--- src/hw/rtl/assert_macros.svh ---
// shared assertion macros
`ifndef ASSERT_MACROS_SVH
`define ASSERT_MACROS_SVH

// checked only outside reset
`define ASSERT_ON(label, clk, rst, prop, msg) \
  label: assert property (@(posedge clk) disable iff (rst) prop) else $error(msg);

// checked at every edge, reset included
`define ASSERT_ALWAYS(label, clk, prop, msg) \
  label: assert property (@(posedge clk) prop) else $error(msg);

`endif

--- src/hw/rtl/lrupr_pkg.sv ---
package lrupr_pkg;

  localparam int MAX_WAYS = 32;
  // page and capacity widths are fixed by the port fields
  localparam int PAGE_W = 16;
  localparam int CAP_W = 6;
  localparam int COUNT_W = 32;
  localparam logic [CAP_W-1:0] CAP_RESET = CAP_W'(16);

  // what one cell hands to the next one down the chain
  typedef struct packed {
    logic [PAGE_W-1:0] page;
    logic              valid;
    logic              seen;
  } lrupr_link_t;

  // control from the top to every cell
  typedef struct packed {
    logic upd;
    logic clr;
  } lrupr_ctrl_t;

endpackage

--- src/hw/rtl/lrupr_cell.sv ---
module lrupr_cell import lrupr_pkg::*; (
  input  logic              clk,
  input  logic              rst,
  input  lrupr_ctrl_t       ctrl,
  input  logic              lim,
  input  logic [PAGE_W-1:0] probe,
  input  lrupr_link_t       prev,
  output lrupr_link_t       link,
  output logic              match
);

  logic [PAGE_W-1:0] page;
  logic              valid;
  logic              shift;

  assign match = valid && (page == probe);
  // a cell moves down unless the hit lies in a more recent slot
  assign shift = ctrl.upd && lim && !prev.seen;

  always_ff @(posedge clk) begin
    if (rst || ctrl.clr) begin
      valid <= 1'b0;
    end else if (shift) begin
      valid <= prev.valid;
    end
  end

  always_ff @(posedge clk) begin
    if (shift) begin
      page <= prev.page;
    end
  end

  assign link.page  = page;
  assign link.valid = valid;
  assign link.seen  = prev.seen || match;

endmodule

--- src/hw/rtl/lru_page_replacement_top.sv ---
// LRU page cache, fully associative, built as a recency chain of cells.
// input channel: in_valid / in_stall with page; one beat is one reference.
// output channel: out_valid / out_stall with hit, evicted_valid,
//   evicted_page (zero when nothing left the cache) and miss_count.
// config channel: cfg_valid / cfg_ready with cfg_data, the capacity;
//   cfg_ready is always high. a write empties the cache and clears the
//   miss count; zero acts as one and values above the chain depth as the
//   chain depth. write it only while no result is pending.
// each reference gives exactly one result beat, in the cycle after it is
// taken, from the output register. every cell compares its page with the
// reference and shifts one slot in the same cycle, so a reference can be
// taken every cycle while no result beat is stalled.
// when the output register holds a beat that is stalled, in_stall is high
// and the chain does not move until that beat is taken.
// reset: capacity 16, cache empty, miss count zero, no result pending.
module lru_page_replacement_top import lrupr_pkg::*; (
  input  logic               clk,
  input  logic               rst,
  input  logic               in_valid,
  output logic               in_stall,
  input  logic [PAGE_W-1:0]  page,
  output logic               out_valid,
  input  logic               out_stall,
  output logic               hit,
  output logic               evicted_valid,
  output logic [PAGE_W-1:0]  evicted_page,
  output logic [COUNT_W-1:0] miss_count,
  input  logic               cfg_valid,
  output logic               cfg_ready,
  input  logic [CAP_W-1:0]   cfg_data
);

  `include "assert_macros.svh"

  logic [CAP_W-1:0]   capacity;
  logic [CAP_W-1:0]   eff_cap;
  logic [COUNT_W-1:0] misses;
  logic [COUNT_W-1:0] misses_next;
  logic               accept;
  lrupr_ctrl_t        ctrl;
  lrupr_link_t        chain [MAX_WAYS+1];
  logic [MAX_WAYS-1:0] lim;
  logic [MAX_WAYS-1:0] slot_hit;
  logic [MAX_WAYS-1:0] valids;
  logic               hit_now;
  logic               full;
  logic [PAGE_W-1:0]  tail_page;

  assign cfg_ready = 1'b1;
  assign in_stall  = out_valid && out_stall;
  assign accept    = in_valid && !in_stall;

  assign ctrl.upd = accept;
  assign ctrl.clr = cfg_valid && cfg_ready;

  always_comb begin
    eff_cap = capacity;
    if (capacity == '0) begin
      eff_cap = CAP_W'(1);
    end else if (int'(capacity) > MAX_WAYS) begin
      eff_cap = CAP_W'(MAX_WAYS);
    end
  end

  // head of the chain is the reference itself
  assign chain[0].page  = page;
  assign chain[0].valid = 1'b1;
  assign chain[0].seen  = 1'b0;

  for (genvar i = 0; i < MAX_WAYS; i++) begin : g_cell
    assign lim[i]    = int'(eff_cap) > i;
    assign valids[i] = chain[i+1].valid;
    lrupr_cell u_cell (
      .clk   (clk),
      .rst   (rst),
      .ctrl  (ctrl),
      .lim   (lim[i]),
      .probe (page),
      .prev  (chain[i]),
      .link  (chain[i+1]),
      .match (slot_hit[i])
    );
  end

  assign hit_now = chain[MAX_WAYS].seen;

  // least recent slot is the last one the capacity allows
  always_comb begin
    full      = 1'b0;
    tail_page = '0;
    for (int i = 0; i < MAX_WAYS; i++) begin
      if (int'(eff_cap) == i + 1) begin
        full      = chain[i+1].valid;
        tail_page = chain[i+1].page;
      end
    end
  end

  always_comb begin
    misses_next = misses;
    if (!hit_now && (misses != '1)) begin
      misses_next = misses + COUNT_W'(1);
    end
  end

  always_ff @(posedge clk) begin
    if (rst) begin
      capacity <= CAP_RESET;
      misses   <= '0;
    end else if (ctrl.clr) begin
      capacity <= cfg_data;
      misses   <= '0;
    end else if (accept) begin
      misses <= misses_next;
    end
  end

  always_ff @(posedge clk) begin
    if (rst) begin
      out_valid <= 1'b0;
    end else if (accept) begin
      out_valid <= 1'b1;
    end else if (!out_stall) begin
      out_valid <= 1'b0;
    end
  end

  always_ff @(posedge clk) begin
    if (accept) begin
      hit           <= hit_now;
      evicted_valid <= !hit_now && full;
      evicted_page  <= (!hit_now && full) ? tail_page : '0;
      miss_count    <= misses_next;
    end
  end

  `ASSERT_ON(a_hit_no_evict, clk, rst, out_valid |-> !(hit && evicted_valid), "hit with eviction")
  `ASSERT_ON(a_evict_zero, clk, rst, (out_valid && !evicted_valid) |-> !(|evicted_page), "stray page")
  `ASSERT_ON(a_unique_match, clk, rst, $onehot0(slot_hit), "page held in two slots")
  `ASSERT_ON(a_valid_prefix, clk, rst, $onehot0(valids + MAX_WAYS'(1)), "valid slots not contiguous")
  `ASSERT_ON(a_miss_count, clk, rst, (accept && !hit_now && !ctrl.clr) |=> (misses != '0), "miss lost")

endmodule
--- config.mk ---
export PLATFORM = sky130hd
export DESIGN_NAME = lru_page_replacement_top
export DESIGN_NICKNAME = d
export VERILOG_FILES = /design/src/hw/rtl/lrupr_pkg.sv /design/src/hw/rtl/lrupr_cell.sv /design/src/hw/rtl/lru_page_replacement_top.sv
export VERILOG_INCLUDE_DIRS = /design/src /design/src/hw/rtl
export SDC_FILE = /design/constraint.sdc
export NUM_CORES = 2
export LEC_CHECK = 0
export ABC_AREA = 1
export BUFFER_PORTS_ARGS = -buffer_cell sky130_fd_sc_hd__buf_2
export CORE_AREA = 2 2 330 332
export CTS_CLUSTER_DIAMETER = 120
export CTS_CLUSTER_SIZE = 10
export DETAILED_ROUTE_END_ITERATION = 8
export DIE_AREA = 0 0 332 334
export GPL_ROUTABILITY_DRIVEN = 0
export PLACE_DENSITY_LB_ADDON = 0.15
export RECOVER_POWER = 100
export SYNTH_ARGS = -nofsm -noshare
export SYNTH_HDL_FRONTEND = slang
export SYNTH_SLANG_ARGS = --single-unit
--- constraint.sdc ---
create_clock -name clk -period 7.2 [get_ports clk]
set_input_delay 1.08 -clock clk [delete_from_list [all_inputs] [get_ports clk]]
set_output_delay 1.08 -clock clk [all_outputs]
set_load 0.005 [all_outputs]
**Word-level counts from Yosys, hierarchy flattened**

Index checks and enable logic that the tools add are counted.

- Output and inout port bits: 53
- Input bits: 27
- Register bits after elaboration: 633

- Order comparisons: 33
- Multiplexer cells: 69
- Add/subtract/negate cells: 1
- Equal/unequal tests: 66
- Reduce and logical (&&, ||, !) cells: 166

Operator list:

| cell | number |
|---|---|
| $eq 16x16->1 | 32 |
| $mux 16 | 32 |
| $eq 6x6->1 const B | 17 |
| $logic_and 1x1->1 | 99 |
| $gt 6x5->1 const B | 16 |
| $eq 6x5->1 const B | 8 |
| $gt 6x4->1 const B | 8 |
| $mux 1 | 34 |
| $logic_not 1->1 | 33 |
| $add 32x1->32 const B | 1 |
| $logic_or 1x1->1 | 32 |
| $mux 32 | 1 |
| $ne 32x32->1 const B | 1 |
| $eq 6x4->1 const B | 4 |
| $gt 6x3->1 const B | 4 |
| $eq 6x3->1 const B | 2 |
| $gt 6x1->1 const B | 2 |
| $gt 6x2->1 const B | 2 |
| $mux 6 | 2 |
| $eq 6x2->1 const B | 1 |
| $gt 6x6->1 const B | 1 |
| $logic_not 6->1 | 1 |
| $ne 2x1->1 const B | 1 |
| $reduce_or 2->1 | 1 |

**Longest topological paths before layout**

- Word-level depth: 37
- Gate-level depth with buffers: 30
- Depth with buffers taken out: 28

**Cells and area by module**

Synthesis repeated with hierarchy kept, for this count alone.

- Cells, all modules: 5739
- Area, all modules: 40393.7 um^2

By module, submodules not included:

| module | cells an instance | area each (um^2) | instances |
|---|---|---|---|
| lrupr_cell | 129 | 975.9 | 32 |
| lru_page_replacement_top | 1611 | 9163.8 | 1 |

**Least setup slack after synthesis**

OpenSTA, ideal clock, no wires.

- Kind: input to register
- Start: input page[12]
- End: register g_cell[20].u_cell.page[0] (enable)
- Setup time: 417 ps
- Cell stages on the path: 17
- Path slack: 1492 ps
- Arrival time: 5291 ps
- Data required time: 6783 ps
- Path through: buf_2 -> buf_6 -> o211ai_1 -> nor2_1 -> nand3_1 -> nand3_2 -> nor2_4 -> nand4_2 -> nor2_1 -> nand4_1 -> nor2_2 -> nand2_1 -> inv_1 -> nand2_1 -> nor3_1 -> inv_1 -> nor3b_1

- Cells in the longest elaborated chain, start to end: 23
- Elaborated cells between the ends (all ways): 61

Ends and longest elaborated chain:

| what | line | RTL |
|---|---|---|
| start: declaration | lru_page_replacement_top.sv:21 | `input logic [PAGE_W-1:0] page,` |
| $eq 16x16->1 | lrupr_cell.sv:16 | `assign match = valid && (page == probe);` |
| $logic_and 1x1->1 | lrupr_cell.sv:16 |  |
| $logic_or 1x1->1 (18 in a row) | lrupr_cell.sv:36 | `assign link.seen = prev.seen \|\| match;` |
| $logic_or 1x1->1 * | lrupr_cell.sv:36 |  |
| $logic_not 1->1 * | lrupr_cell.sv:18 | `assign shift = ctrl.upd && lim && !prev.seen;` |
| $logic_and 1x1->1 * | lrupr_cell.sv:18 |  |
| via g_cell[20].u_cell.shift | lrupr_cell.sv:14 | `logic shift;` |
| end signal: assignment | lrupr_cell.sv:30 | `page <= prev.page;` |
| end: declaration | lrupr_cell.sv:12 | `logic [PAGE_W-1:0] page;` |

Mark *: on every way through the listed nets, which the timed path passes. The rest lies on a longest branch.
A chain may end at the register's enable or synchronous reset.

**Worst setup path after layout**

- Start: input page[1]
- End: register misses[29]

- Cells in the longest elaborated chain, start to end: 36
- Elaborated cells between the ends (all ways): 98

Ends and longest elaborated chain:

| what | line | RTL |
|---|---|---|
| $eq 16x16->1 | lrupr_cell.sv:16 |  |
| $logic_and 1x1->1 | lrupr_cell.sv:16 |  |
| $logic_or 1x1->1 (30 in a row) | lrupr_cell.sv:36 |  |
| $logic_or 1x1->1 * | lrupr_cell.sv:36 |  |
| $logic_not 1->1 * | lru_page_replacement_top.sv:101 | `if (!hit_now && (misses != '1)) begin` |
| $logic_and 1x1->1 * | lru_page_replacement_top.sv:101 |  |
| $mux 32 * | lru_page_replacement_top.sv:101 |  |
| via misses_next[29] | lru_page_replacement_top.sv:38 | `logic [COUNT_W-1:0] misses_next;` |
| end signal: assignment | lru_page_replacement_top.sv:114 | `misses <= misses_next;` |
| end: declaration | lru_page_replacement_top.sv:37 | `logic [COUNT_W-1:0] misses;` |

Marks and branches as above.

==> impl_metrics.csv <==
group,metric,value,unit
placed_design,io_buffers,78,
synth,netlist_area,32000,um^2
worst_setup_path,start_kind,"primary input",
global_routing,grt.met1_usage,0.315,
timing,slew_violations,175,
timing,timing.setup.tns,0,ps
route,dr.pass1.iters,6,
synth,synthArstFlopShare,0,
global_routing,grt_max_degree,58,
route,wirelength,125000,um
timing,fin_worst_skew,36.1,ps
cts,clock_latency,650,ps
route,routedWlPerCell,24.8,um
synth,syn_nets,3523,
status,violations,"capacitance limit, slew limit",
cells_and_area,diodes,0,
cells_and_area,nFillCells,11200,
route,first_iter_violations,2990,
worst_setup_path,arrival,6530,ps
cts,ctsHoldBuffers,0,
synth,synth.top_cell.area_share,0.527,
floorplanning,die_w,332,um
worst_setup_path,rr_startpoint,"capacity[1]$_SDFFE_PP0P_",
synth,yosys_warnings,0,
cells_and_area,final_nets,3608,
worst_setup_path,crit_top_cell,"nand2_1",
timing,tightest_slew,2290,ps
cts,cts_tree,"yes",
cts,clockBufferDepth,3,
global_routing,antenna_found_initial,3,
route,drc_errors,0,
floorplanning,core_area,108000,um^2
pwr,powerDensity,250,nW/um^2
placed_design,dp_hpwl,88100,um
cells_and_area,final_common_cell,"nand2_1",
cells_and_area,drive_gt1_frac,0.0666,
worst_setup_path,timing_worst_setup_path_type,"primary input to flip-flop",
timing,fmax,167,MHz
route,ant_nets,0,
cells_and_area,final_util,0.334,
global_routing,grt_pass1_vias,25300,
cells_and_area,layout_common_cells,"nand2_1 (856), edfxtp_1 (562), inv_1 (404)",
pwr,power_leakage,13.6,nW
cts,cts_root_buf,"clkbuf_16",
synth,ys_ff_latch,633,
cts,clk_pin_slew,60,ps
timing,fin_crit_sh,0.833,
floorplanning,die_h,334,um
cts,post_cts_resized,0,
cells_and_area,area_delta_synth_final,12.6,%
timing,worst_slack,1200,ps
global_routing,top_usage_layer,"met2",
synth,yosys-top-cells-area,"edfxtp_1 (53%), nand2_1 (10%), inv_1 (4.7%)",
worst_setup_path,regToRegSetupSlack,1840,ps
pwr,ir_drop,0.122,mV
placed_design,dp_cells,4919,
worst_setup_path,worstSetupEndpointType,"flip-flop",
route,vias_per_cell,5.20,
synth,ys_seq_area_frac,0.571,
floorplanning,initial_utilization,0.297,
timing,rsz0062_at_grt,"false",
cts,numCtsBuffers,73,
synth,avgSynthCellArea,9.16,um^2
timing,hold_viol,0,
synth,synthCells,3495,
floorplanning,io_pins,80,
min_path,hp-class,"flip-flop to flip-flop",
cts,cts.sinks,633,
worst_setup_path,r2r_cells,26,
timing,setup_viol,0,
worst_setup_path,cp-endpoint,"misses[29]$_SDFFE_PP0P_",
route,num_vias,26300,
timing,period_minus_slack,6000,ps
synth,synth_edf_count,562,
cts,post-cts-setup-buffer-count,0,
job,cap_violations,9,
floorplanning,num_rows,121,
synth,synthFlopType,"edfxtp_1",
global_routing,globalRouteTotalUtil,0.222,
pwr,total_power,9.01,mW
worst_setup_path,crit_path_max_fanout,18,
floorplanning,die_area,111000,um^2
worst_setup_path,critPathMaxStageDelay,1610,ps
global_routing,grt_first_pass_wirelength,181000,um
global_routing,grt-ovfl-total,0,
global_routing,use_met3,0.0379,
cells_and_area,stdcell_count,5047,
synth,synth_cell_type_count,51,
global_routing,grt.met2_usage,0.343,
worst_setup_path,cpMaxStageDelayCell,"clkbuf_1",
worst_setup_path,worstPathRequired,7740,ps
cts,h-tree-depth,3,
synth,yosysTopAreaCell,"edfxtp_1",
worst_setup_path,startpoint,"page[1]",
worst_setup_path,r2r-end,"evicted_page[5]$_SDFFCE_PN0P_",
timing,maxSlewHeadroom,-0.524,
placed_design,dpl_worst_slack,1470,ps
status,status,"finished with violations",
-- registers in the layout, indices dropped and copies added, names as in the netlist --
| register | cells |
|---|---|
| miss_count | 32 |
| hit | 1 |
| g_cell.u_cell.page | 512 |
| misses | 32 |
| g_cell.u_cell.valid | 32 |
| capacity | 6 |
| out_valid | 1 |
| evicted_page | 16 |
| evicted_valid | 1 |
-- worst max-delay path, delay by kind of cell --
family	cells	cell delay (ps)
simple gates	24	3310
compound gates	1	140
buf+inv	4	1980
-- Yosys cell counts, types with 5 or more instances --
master and instances:
nor3_1 42, buf_1 16, nor3b_1 5, nand4_1 125, xor2_1 117, nor4_1 55, nand3_1 103, edfxtp_1 562
inv_2 13, inv_1 404, o21ai_0 193, or2_2 30, xnor2_1 28, nor2_4 6, nor2_1 305, buf_4 14
o21ai_1 35, o211ai_1 13, buf_2 40, nand4_2 6, o2111ai_1 10, a21oi_1 146, nand2_1 856, a211oi_1 16
dfxtp_1 71, o22ai_1 122, buf_6 5, a2111oi_0 7, a22o_1 13, clkbuf_1 75, a221oi_1 25
-- stage by stage --
| stage | cell area, um^2 | hold WS [ps] |
|---|---|---|
| finish | 36100 | 447 |
| global route | 36100 | 458 |
| CTS | 36300 | 447 |
| detailed placement | 34200 | 433 |
| global placement | 34200 | 430 |
| floorplan | 32000 | 426 |
-- power by group --
group	switching, mW	internal (mW)	total [mW]
registers	0.223	4.28	4.50
logic	0.758	0.266	1.02
clock network	1.57	1.92	3.49
total	2.55	6.46	9.01
-- worst min-delay path by stage --
stage                                                     from                              endpoint  cells after the start
after floorplan           g_cell[14].u_cell.page[13]$_DFFE_PP_  g_cell[15].u_cell.page[13]$_DFFE_PP_                      0
after global placement     g_cell[22].u_cell.page[2]$_DFFE_PP_   g_cell[23].u_cell.page[2]$_DFFE_PP_                      0
after detailed placement   g_cell[22].u_cell.page[2]$_DFFE_PP_   g_cell[23].u_cell.page[2]$_DFFE_PP_                      0
after CTS                  g_cell[22].u_cell.page[2]$_DFFE_PP_   g_cell[23].u_cell.page[2]$_DFFE_PP_                      0
after global routing       g_cell[22].u_cell.page[2]$_DFFE_PP_   g_cell[23].u_cell.page[2]$_DFFE_PP_                      0
final                      g_cell[22].u_cell.page[2]$_DFFE_PP_   g_cell[23].u_cell.page[2]$_DFFE_PP_                      0
-- area by class of cell --
type | instances | area [um^2] | area share
Tap cell | 1414 | 1770 | 0.0491
Clock inverter | 4 | 42.5 | 0.00118
Timing Repair Buffer | 160 | 870 | 0.0241
Sequential cell | 633 | 18300 | 0.507
Inverter | 423 | 1590 | 0.0441
Multi-Input combinational cell | 2289 | 11400 | 0.317
Clock buffer | 124 | 2040 | 0.0566
-- routing by layer --
layer / part of all wire / vias up
met5: 0 / -
met1: 0.45 / 12800
met2: 0.44 / 1122
met4: 0.032 / 0
li1: - / 12200
met3: 0.075 / 211
-- logic make-up (layout without fill, tap and decap cells) --
logic type                 count (synthesis)  after routing  synth area share
AOI/OAI and AO/OA                        587            587             0.106
DFF                                      633            633             0.571
and+or+nand+nor                         1555           1555             0.211
adders and majority gates                  1              1          0.000391
other                                      1              1          0.000117
xor gates and xnor gates                 145            145            0.0396
buffers and inverters                    573            711            0.0716
(Power assumes the default switching activity.)
